## src/wbss_pkg.sv

```systemverilog
`timescale 1ns / 1ps
// wbss_pkg: shared types and constants for the wildcard byte signature scan.
// No dependencies.
package wbss_pkg;

    localparam int POS_W      = 5;
    localparam int REG_IDX_W  = 3;
    localparam int CFG_DATA_W = 64;
    localparam int RES_W      = 32;

    typedef enum logic [REG_IDX_W-1:0] {
        REG_TOK_LO   = 3'd0,
        REG_TOK_HI   = 3'd1,
        REG_WILD     = 3'd2,
        REG_MEMBER   = 3'd3,
        REG_GSTART   = 3'd4,
        REG_TCOUNT   = 3'd5,
        REG_CURSOR   = 3'd6,
        REG_FIND_ALL = 3'd7
    } reg_idx_t;

    // Kind of entry moving down the cell chain
    typedef struct packed {
        logic valid;
        logic flush;
        logic close;
    } ctl_t;

    // Walk state of one start position
    typedef struct packed {
        logic             alive;
        logic             cset;
        logic             skip;
        logic [POS_W-1:0] pos;
        logic [POS_W-1:0] gpos;
        logic [POS_W-1:0] cursor;
    } jstate_t;

    // Per-token configuration seen by one cell
    typedef struct packed {
        logic [7:0] tok;
        logic       wild;
        logic       member;
        logic       gstart;
        logic       opens;
        logic       active;
        logic       cur_hit;
    } tcfg_t;

endpackage

```

## src/wbss_if.sv

```systemverilog
`timescale 1ns / 1ps
// wbss_in_if / wbss_out_if: valid/ready channels of the signature scan.
// No dependencies.
interface wbss_in_if;
    logic       valid;
    logic       ready;
    logic [7:0] data_byte;
    logic       last_byte;
    modport source (output valid, output data_byte, output last_byte, input ready);
    modport sink   (input valid, input data_byte, input last_byte, output ready);
endinterface

interface wbss_out_if;
    logic        valid;
    logic        ready;
    logic [31:0] match_offset;
    logic        found;
    logic        end_of_scan;
    modport source (output valid, output match_offset, output found, output end_of_scan,
                    input ready);
    modport sink   (input valid, input match_offset, input found, input end_of_scan,
                    output ready);
endinterface

```

## src/wbss_cell.sv

```systemverilog
`timescale 1ns / 1ps
// wbss_cell: one token stage of the match chain; applies one token to a start.
// Depends on wbss_pkg.
module wbss_cell #(
    parameter int SPAN = 16,
    parameter int OB   = 32
) (
    input  logic                        clk,
    input  logic                        rst_n,
    input  logic                        adv,
    input  wbss_pkg::tcfg_t             cfg,
    input  wbss_pkg::ctl_t              in_ctl,
    input  wbss_pkg::jstate_t           in_js,
    input  logic [wbss_pkg::POS_W-1:0]  in_b,
    input  logic [SPAN-1:0][7:0]        in_win,
    input  logic [OB-1:0]               in_start,
    output wbss_pkg::ctl_t              out_ctl,
    output wbss_pkg::jstate_t           out_js,
    output logic [wbss_pkg::POS_W-1:0]  out_b,
    output logic [SPAN-1:0][7:0]        out_win,
    output logic [OB-1:0]               out_start
);
    import wbss_pkg::*;

    localparam int IW = $clog2(SPAN);

    ctl_t               ctl_reg;
    jstate_t            js_reg;
    jstate_t            js_next;
    logic [POS_W-1:0]   b_reg;
    logic [SPAN-1:0][7:0] win_reg;
    logic [OB-1:0]      start_reg;
    logic [POS_W:0]     idx;
    logic [POS_W-1:0]   gp;
    logic               ok;

    always_comb
    begin
        js_next = in_js;
        idx     = {1'b0, in_b} + {1'b0, in_js.pos};
        gp      = in_js.gpos;
        ok      = 1'b0;
        if (in_ctl.valid && !in_ctl.close && in_js.alive && cfg.active)
        begin
            if (!(in_js.skip && cfg.member && !cfg.gstart))
            begin
                js_next.skip = 1'b0;
                if (!in_js.cset && cfg.cur_hit)
                begin
                    js_next.cursor = in_js.pos;
                    js_next.cset   = 1'b1;
                end
                if (idx >= (POS_W+1)'(SPAN))
                begin
                    js_next.alive = 1'b0;
                end
                else
                begin
                    if (cfg.member && cfg.opens)
                    begin
                        gp = in_js.pos;
                    end
                    js_next.gpos = gp;
                    ok = cfg.wild || (in_win[idx[IW-1:0]] == cfg.tok);
                    if (ok)
                    begin
                        js_next.pos = in_js.pos + 1'b1;
                    end
                    else if (!cfg.member)
                    begin
                        js_next.alive = 1'b0;
                    end
                    else
                    begin
                        js_next.skip = 1'b1;
                        js_next.pos  = gp;
                    end
                end
            end
        end
    end

    always_ff @(posedge clk or negedge rst_n)
    begin
        if (!rst_n)
        begin
            ctl_reg <= '0;
        end
        else if (adv)
        begin
            ctl_reg <= in_ctl;
        end
    end

    always_ff @(posedge clk)
    begin
        if (adv)
        begin
            js_reg    <= js_next;
            b_reg     <= in_b;
            win_reg   <= in_win;
            start_reg <= in_start;
        end
    end

    assign out_ctl   = ctl_reg;
    assign out_js    = js_reg;
    assign out_b     = b_reg;
    assign out_win   = win_reg;
    assign out_start = start_reg;

endmodule

```

## src/wildcard_byte_signature_scan.sv

```systemverilog
`timescale 1ns / 1ps
// Each start walks the token cell chain, then its result is registered (SPAN = min(MAX_TOKENS,16)).
// One byte per cycle outside a flush; the token chain advances once per cycle unless out stalls.
// A last byte blocks input while the pending starts and an end entry are fed.
// Reset (rst_n, async, active low) clears chain valids, window state and config to defaults.
// Depends on wbss_pkg, wbss_if and wbss_cell.
module wildcard_byte_signature_scan #(
    parameter int MAX_TOKENS  = 16,
    parameter int OFFSET_BITS = 32
) (
    input  logic                             clk,
    input  logic                             rst_n,
    input  logic                             cfg_we,
    input  logic [wbss_pkg::REG_IDX_W-1:0]   cfg_idx,
    input  logic [wbss_pkg::CFG_DATA_W-1:0]  cfg_data,
    wbss_in_if.sink                          in_ch,
    wbss_out_if.source                       out_ch
);
    import wbss_pkg::*;

    localparam int SPAN = (MAX_TOKENS < 16) ? MAX_TOKENS : 16;
    localparam int OB   = OFFSET_BITS;

    logic [63:0]      tok_lo_reg;
    logic [63:0]      tok_hi_reg;
    logic [15:0]      wild_reg;
    logic [15:0]      memb_reg;
    logic [15:0]      gst_reg;
    logic [POS_W-1:0] tcount_reg;
    logic [POS_W-1:0] cidx_reg;
    logic             fall_reg;

    logic [127:0]     tok_all;
    logic [15:0]      prev_memb;
    logic [POS_W-1:0] n_used;
    tcfg_t            tcfg [SPAN];

    ctl_t                 st_ctl   [SPAN+1];
    jstate_t              st_js    [SPAN+1];
    logic [POS_W-1:0]     st_b     [SPAN+1];
    logic [SPAN-1:0][7:0] st_win   [SPAN+1];
    logic [OB-1:0]        st_start [SPAN+1];

    logic [SPAN-1:0][7:0] win_reg;
    logic [SPAN-1:0][7:0] win_new;
    logic [OB-1:0]        seen_reg;
    logic [OB-1:0]        seen_new;
    logic [POS_W-1:0]     fill_reg;
    logic [POS_W-1:0]     fill_new;
    logic                 flush_reg;
    logic [POS_W-1:0]     flb_reg;
    logic                 adv;
    logic                 accept;

    logic                 out_valid_reg;
    logic [RES_W-1:0]     out_ofs_reg;
    logic                 out_found_reg;
    logic                 out_eos_reg;
    logic                 pend_v_reg;
    logic [RES_W-1:0]     pend_ofs_reg;
    logic                 first_reg;

    ctl_t                 t_ctl;
    jstate_t              t_js;
    logic [POS_W-1:0]     cur_f;
    logic [OB-1:0]        ofs_full;
    logic [OB+RES_W-1:0]  ofs_ext;
    logic                 hit;
    logic                 push;
    logic [RES_W-1:0]     push_ofs;
    logic                 push_found;
    logic                 push_eos;

    // Configuration
    always_ff @(posedge clk or negedge rst_n)
    begin
        if (!rst_n)
        begin
            tok_lo_reg <= '0;
            tok_hi_reg <= '0;
            wild_reg   <= '0;
            memb_reg   <= '0;
            gst_reg    <= '0;
            tcount_reg <= POS_W'(1);
            cidx_reg   <= '0;
            fall_reg   <= 1'b0;
        end
        else if (cfg_we)
        begin
            case (reg_idx_t'(cfg_idx))
                REG_TOK_LO:   tok_lo_reg <= cfg_data;
                REG_TOK_HI:   tok_hi_reg <= cfg_data;
                REG_WILD:     wild_reg   <= cfg_data[15:0];
                REG_MEMBER:   memb_reg   <= cfg_data[15:0];
                REG_GSTART:   gst_reg    <= cfg_data[15:0];
                REG_TCOUNT:   tcount_reg <= cfg_data[POS_W-1:0];
                REG_CURSOR:   cidx_reg   <= cfg_data[POS_W-1:0];
                REG_FIND_ALL: fall_reg   <= cfg_data[0];
                default:      ;
            endcase
        end
    end

    assign tok_all   = {tok_hi_reg, tok_lo_reg};
    assign prev_memb = {memb_reg[14:0], 1'b0};
    assign n_used    = (tcount_reg < POS_W'(SPAN)) ? tcount_reg : POS_W'(SPAN);

    always_comb
    begin
        for (int j = 0; j < SPAN; j++)
        begin
            tcfg[j].tok     = tok_all[8*j +: 8];
            tcfg[j].wild    = wild_reg[j];
            tcfg[j].member  = memb_reg[j];
            tcfg[j].gstart  = gst_reg[j];
            tcfg[j].opens   = gst_reg[j] || !prev_memb[j];
            tcfg[j].active  = POS_W'(j) < n_used;
            tcfg[j].cur_hit = POS_W'(j) >= cidx_reg;
        end
    end

    // Input side and start feeder
    assign adv          = !out_valid_reg || out_ch.ready;
    assign in_ch.ready  = adv && !flush_reg;
    assign accept       = in_ch.valid && in_ch.ready;
    assign win_new      = {in_ch.data_byte, win_reg[SPAN-1:1]};
    assign seen_new     = seen_reg + OB'(1);
    assign fill_new     = (fill_reg == POS_W'(SPAN)) ? fill_reg : fill_reg + POS_W'(1);

    always_comb
    begin
        st_ctl[0]   = '0;
        st_js[0]    = '0;
        st_js[0].alive = 1'b1;
        st_b[0]     = flb_reg;
        st_win[0]   = win_reg;
        st_start[0] = seen_reg - OB'(SPAN) + OB'(flb_reg);
        if (accept && !in_ch.last_byte)
        begin
            st_ctl[0].valid = (fill_new == POS_W'(SPAN));
            st_b[0]         = '0;
            st_win[0]       = win_new;
            st_start[0]     = seen_new - OB'(SPAN);
        end
        else if (flush_reg)
        begin
            st_ctl[0].valid = 1'b1;
            if (flb_reg < POS_W'(SPAN))
            begin
                st_ctl[0].flush = 1'b1;
            end
            else
            begin
                st_ctl[0].close = 1'b1;
            end
        end
    end

    always_ff @(posedge clk or negedge rst_n)
    begin
        if (!rst_n)
        begin
            seen_reg  <= '0;
            fill_reg  <= '0;
            flush_reg <= 1'b0;
            flb_reg   <= '0;
        end
        else if (accept)
        begin
            seen_reg <= seen_new;
            fill_reg <= fill_new;
            if (in_ch.last_byte)
            begin
                flush_reg <= 1'b1;
                flb_reg   <= POS_W'(SPAN) - fill_new;
            end
        end
        else if (flush_reg && adv)
        begin
            if (flb_reg < POS_W'(SPAN))
            begin
                flb_reg <= flb_reg + POS_W'(1);
            end
            else
            begin
                flush_reg <= 1'b0;
                seen_reg  <= '0;
                fill_reg  <= '0;
            end
        end
    end

    always_ff @(posedge clk)
    begin
        if (accept)
        begin
            win_reg <= win_new;
        end
    end

    // Token chain
    for (genvar g = 0; g < SPAN; g++)
    begin : g_cell
        wbss_cell #(
            .SPAN (SPAN),
            .OB   (OB)
        ) u_cell (
            .clk       (clk),
            .rst_n     (rst_n),
            .adv       (adv),
            .cfg       (tcfg[g]),
            .in_ctl    (st_ctl[g]),
            .in_js     (st_js[g]),
            .in_b      (st_b[g]),
            .in_win    (st_win[g]),
            .in_start  (st_start[g]),
            .out_ctl   (st_ctl[g+1]),
            .out_js    (st_js[g+1]),
            .out_b     (st_b[g+1]),
            .out_win   (st_win[g+1]),
            .out_start (st_start[g+1])
        );
    end

    // Result side
    assign t_ctl    = st_ctl[SPAN];
    assign t_js     = st_js[SPAN];
    assign cur_f    = t_js.cset ? t_js.cursor : t_js.pos;
    assign ofs_full = st_start[SPAN] + OB'(cur_f);
    assign ofs_ext  = {{RES_W{1'b0}}, ofs_full};
    assign hit      = t_ctl.valid && !t_ctl.close && t_js.alive && (fall_reg || !first_reg);

    always_comb
    begin
        push       = 1'b0;
        push_ofs   = ofs_ext[RES_W-1:0];
        push_found = 1'b1;
        push_eos   = 1'b0;
        if (t_ctl.valid && t_ctl.close)
        begin
            push       = 1'b1;
            push_ofs   = pend_v_reg ? pend_ofs_reg : '0;
            push_found = pend_v_reg;
            push_eos   = 1'b1;
        end
        else if (hit && t_ctl.flush)
        begin
            push     = pend_v_reg;
            push_ofs = pend_ofs_reg;
        end
        else if (hit)
        begin
            push = 1'b1;
        end
    end

    always_ff @(posedge clk or negedge rst_n)
    begin
        if (!rst_n)
        begin
            out_valid_reg <= 1'b0;
            pend_v_reg    <= 1'b0;
            first_reg     <= 1'b0;
        end
        else if (adv)
        begin
            out_valid_reg <= push;
            if (t_ctl.valid && t_ctl.close)
            begin
                pend_v_reg <= 1'b0;
                first_reg  <= 1'b0;
            end
            else if (hit)
            begin
                first_reg <= 1'b1;
                if (t_ctl.flush)
                begin
                    pend_v_reg <= 1'b1;
                end
            end
        end
    end

    always_ff @(posedge clk)
    begin
        if (adv && push)
        begin
            out_ofs_reg   <= push_ofs;
            out_found_reg <= push_found;
            out_eos_reg   <= push_eos;
        end
        if (adv && hit && t_ctl.flush)
        begin
            pend_ofs_reg <= ofs_ext[RES_W-1:0];
        end
    end

    assign out_ch.valid        = out_valid_reg;
    assign out_ch.match_offset = out_ofs_reg;
    assign out_ch.found        = out_found_reg;
    assign out_ch.end_of_scan  = out_eos_reg;

`ifndef SYNTHESIS
    a_no_pend_on_plain: assert property (@(posedge clk) disable iff (!rst_n)
        (t_ctl.valid && !t_ctl.flush && !t_ctl.close) |-> !pend_v_reg)
        else $error("held result while a non-flush start reached the tail");

    a_close_gives_end: assert property (@(posedge clk) disable iff (!rst_n)
        (adv && t_ctl.valid && t_ctl.close) |=> (out_valid_reg && out_eos_reg))
        else $error("end entry did not produce an end result");

    a_last_starts_flush: assert property (@(posedge clk) disable iff (!rst_n)
        (accept && in_ch.last_byte) |=> (flush_reg && !in_ch.ready))
        else $error("last byte did not start the flush");

    a_bare_marker: assert property (@(posedge clk) disable iff (!rst_n)
        (out_valid_reg && !out_found_reg) |-> (out_eos_reg && out_ofs_reg == '0))
        else $error("bare result is not a clean end marker");
`endif

endmodule
```

## src/flat_wrapper.sv

```systemverilog
// flat-port wrapper written by rule: the top's interface ports become plain ports
module wildcard_byte_signature_scan_flat import wbss_pkg::*;
#(
    parameter int MAX_TOKENS  = 16,
    parameter int OFFSET_BITS = 32
)
  (clk, rst_n, cfg_we, cfg_idx, cfg_data, in_ch_valid, in_ch_data_byte, in_ch_last_byte, in_ch_ready, out_ch_valid, out_ch_match_offset, out_ch_found, out_ch_end_of_scan, out_ch_ready);
  wbss_in_if in_ch_i ();
  wbss_out_if out_ch_i ();
  input  logic clk;
  input  logic rst_n;
  input  logic cfg_we;
  input  logic [wbss_pkg::REG_IDX_W-1:0] cfg_idx;
  input  logic [wbss_pkg::CFG_DATA_W-1:0] cfg_data;
  input wire logic [$bits(in_ch_i.valid)-1:0] in_ch_valid;
  input wire logic [$bits(in_ch_i.data_byte)-1:0] in_ch_data_byte;
  input wire logic [$bits(in_ch_i.last_byte)-1:0] in_ch_last_byte;
  output wire logic [$bits(in_ch_i.ready)-1:0] in_ch_ready;
  output wire logic [$bits(out_ch_i.valid)-1:0] out_ch_valid;
  output wire logic [$bits(out_ch_i.match_offset)-1:0] out_ch_match_offset;
  output wire logic [$bits(out_ch_i.found)-1:0] out_ch_found;
  output wire logic [$bits(out_ch_i.end_of_scan)-1:0] out_ch_end_of_scan;
  input wire logic [$bits(out_ch_i.ready)-1:0] out_ch_ready;
  assign in_ch_i.valid = in_ch_valid;
  assign in_ch_i.data_byte = in_ch_data_byte;
  assign in_ch_i.last_byte = in_ch_last_byte;
  assign in_ch_ready = in_ch_i.ready;
  assign out_ch_valid = out_ch_i.valid;
  assign out_ch_match_offset = out_ch_i.match_offset;
  assign out_ch_found = out_ch_i.found;
  assign out_ch_end_of_scan = out_ch_i.end_of_scan;
  assign out_ch_i.ready = out_ch_ready;
  wildcard_byte_signature_scan #(.MAX_TOKENS(MAX_TOKENS), .OFFSET_BITS(OFFSET_BITS)) u_core (.clk(clk), .rst_n(rst_n), .cfg_we(cfg_we), .cfg_idx(cfg_idx), .cfg_data(cfg_data), .in_ch(in_ch_i), .out_ch(out_ch_i));
endmodule
```

## config.mk

```make
export PLATFORM = sky130hd
export DESIGN_NAME = wildcard_byte_signature_scan_flat
export DESIGN_NICKNAME = d
export VERILOG_FILES = /design/src/wbss_pkg.sv /design/src/wbss_if.sv /design/src/wbss_cell.sv /design/src/wildcard_byte_signature_scan.sv /design/src/flat_wrapper.sv
export SDC_FILE = /design/constraint.sdc
export NUM_CORES = 2
export LEC_CHECK = 0
export ABC_AREA = 1
export BUFFER_PORTS_ARGS = -buffer_cell sky130_fd_sc_hd__buf_2
export CORE_MARGIN = 2
export CORE_UTILIZATION = 30
export DETAILED_ROUTE_END_ITERATION = 16
export GPL_TIMING_DRIVEN = 0
export PLACE_DENSITY_LB_ADDON = 0.12
export SKIP_CTS_REPAIR_TIMING = 1
export SYNTH_ARGS = -nofsm -noshare
export SYNTH_HDL_FRONTEND = slang
export SYNTH_SLANG_ARGS = --single-unit
```

## constraint.sdc

```tcl
create_clock -name clk -period 93.4 [get_ports clk]
set_input_delay 9.34 -clock clk [delete_from_list [all_inputs] [get_ports clk]]
set_output_delay 9.34 -clock clk [all_outputs]
set_load 0.02 [all_outputs]
```

==> impl_metrics.toml <==
[status]
status = "finished, final reports clean"

[synth]
async_flop_share = 0.08688
synth-main-ff-cell = "edfxtp_1"
yosysUniqueCellTypes = 59
synth_cells = 12040
synth-seq-cells = 3223
syn_area_sq_um = 136600
yosysWarningCount = 0
seq_area_frac_synth = 0.6984
syn_nets = 12290
post_synth.cell_area_avg_sq_um = 11.34
synth_edf_count = 2943

[route]
drc = 0
antenna_left = 0
drtIter0Drc = 9669
wire_per_inst_um = 26.58
vias_per_cell = 4.930
finalWirelength_mm = 501.8
first_pass_iters = 9
vias = 93080

[cts]
cts_tree = "yes"
clockBufferDepth = 4
htreeDepth = 5
cts_made_buffers = 368
worstSkewPairLatency_ps = 970
root_buffer = "clkbuf_16"
path_clk_slew_ps = 60
cts_sinks = 3223

[flow_run]
drv_cap = 0

[floorplanning]
die_y_um = 678.7
dieArea_sq_um = 460700
ios = 117
initial_utilization = 0.3015
core_sq_um = 453100
fp.dieW_um = 678.7
rows = 247

[setup_path]
end_kind = "primary output"
crit_arrival_ps = 10830
path_class = "in2out"
cp-start-kind = "input port"
critical_path_required_ps = 84060
worstPathMaxFanout = 6

[cells_and_area]
fillers = 44290
largest_reg_flops = 1920
multiInputGateArea_sq_um = 35640
syn2layout_area_growth_pct = 15.65
nets = 12830
final_layout_size_suffix_gt1_frac = 0.08242
seq_area_sq_um = 95380

[sta]
slew_headroom = 0.08149
max_freq_ghz = 0.04959
rsz0062_at_grt = "false"
hold_viol_final = 0
drv_slew = 0
tightest_slew_ps = 1378
fin_crit_sh = 0.2159
clock_skew_ps = 55.61
setup_viol = 0
period_needed_ps = 20170
tns_ps = 0

[place]
hpwl_mm = 394.0
portBuffers = 116
gp_congestion = 1.033

[global_route]
grt_pass1_vias = 89830
antenna_found_initial = 31
grt_pass1_wl_mm = 698.1
grt_usage = 0.2125
grt_max_degree = 122
grt_overflow = 0

[hold_path]
hold_path_class = "reg2reg"
## cells in the mapped netlist, types with 43 or more instances
master | n | share of area
a21oi_1 | 618 | 0.023
a22oi_1 | 43 | 0.0024
buf_2 | 212 | 0.0078
clkbuf_1 | 228 | 0.0063
dfrtp_1 | 279 | 0.051
edfxtp_1 | 2943 | 0.65
ha_1 | 152 | 0.014
inv_1 | 870 | 0.024
nand2_1 | 3299 | 0.091
nand3_1 | 1127 | 0.041
nand4_1 | 45 | 0.0021
nor2_1 | 569 | 0.016
o211ai_1 | 85 | 0.0047
o21a_1 | 56 | 0.0031
o21ai_0 | 951 | 0.035
xor2_1 | 109 | 0.0070
## cell families (layout without fill, tap and decap cells)
| kind of cell | Yosys count | count (layout) | share of synthesized area |
|---|---|---|---|
| buffers and inverters | 1388 | 2230 | 0.04086 |
| adder cells (fa/ha/maj) | 168 | 168 | 0.01627 |
| multiplexers | 31 | 31 | 0.002538 |
| XOR/XNOR | 150 | 150 | 0.01014 |
| flip-flops | 3223 | 3223 | 0.6984 |
| AND/OR/NAND/NOR | 5227 | 5227 | 0.1590 |
| other | 0 | 17 | 0 |
| AO/OA/AOI/OAI | 1857 | 1857 | 0.07279 |
## final timing paths
path,start,endpoint,slack (ps),cells after the start
setup / recovery,out_ch_ready,in_ch_ready,73230,4
hold reg to reg,u_core.g_cell[0].u_cell.out_start[1]$_DFFE_PN_,u_core.g_cell[1].u_cell.out_start[1]$_DFFE_PN_,380,0
min in group asynchronous,rst_n,u_core.memb_reg[14]$_DFFE_PN0P_,8360,1
setup reg to reg,u_core.out_ch.valid$_DFFE_PN0N_,u_core.g_cell[13].u_cell.out_win[79]$_DFFE_PN_,87800,12
max in group asynchronous,rst_n,u_core.tok_lo_reg[25]$_DFFE_PN0P_,83960,2
hold / removal,u_core.g_cell[0].u_cell.out_start[1]$_DFFE_PN_,u_core.g_cell[1].u_cell.out_start[1]$_DFFE_PN_,380,0
## placed cells by master (no fill, tap or decap), drive strengths merged, types with 29 or more instances in the layout
master	count
buf	420
clkinv	168
o211ai	85
xnor2	33
xor2	117
a21oi	618
mux2	29
clkbuf	694
nand3b	41
edfxtp	2943
nor2	596
dfrtp	279
a22oi	43
o21ai	971
nor3	46
o22ai	32
nand3	1130
nand4	46
o21a	56
ha	152
nand2	3319
inv	908
## worst max-delay path: stages
cell and delay (ps):
buf_2 120, inv_1 70, a21oi_1 950, buf_2 340
## final cells by class
| class | instances | share of cell area |
|---|---|---|
| inverters | 909 | 0.02160 |
| multi-input cells | 7433 | 0.2256 |
| well taps | 5976 | 0.04734 |
| repair buffers | 169 | 0.01259 |
| clock inverters | 207 | 0.01232 |
| plain buffers | 479 | 0.01377 |
| diodes | 17 | 0.0002693 |
| clock buffers | 466 | 0.06267 |
| flip-flops and latches | 3223 | 0.6038 |
## per-layer routing
layer  global-route usage  share of wire  vias to the layer above
li1                     -              -                    43000
met1               0.2707           0.41                    45310
met2               0.3547           0.47                     3719
met3              0.02574          0.051                     1057
met4               0.1113          0.060                        0
met5                    0              0                        -
## per-stage QoR
stage,hold slack [ps],setup WS [ps],area [sq um],cells,utilization
floorplan,400.3,4739,136600,12040,-
global placement,405.9,-57450,144600,18140,0.3192
detailed placement,404.5,73350,146100,18190,0.3224
CTS,382.3,73340,157900,18860,0.3486
global route,383.8,73290,157900,18860,0.3486
finish,379.8,73230,158000,18880,0.3487
Power is not shown: default switching activity piles up to over one toggle a cycle in this logic, so the estimate is an artifact.
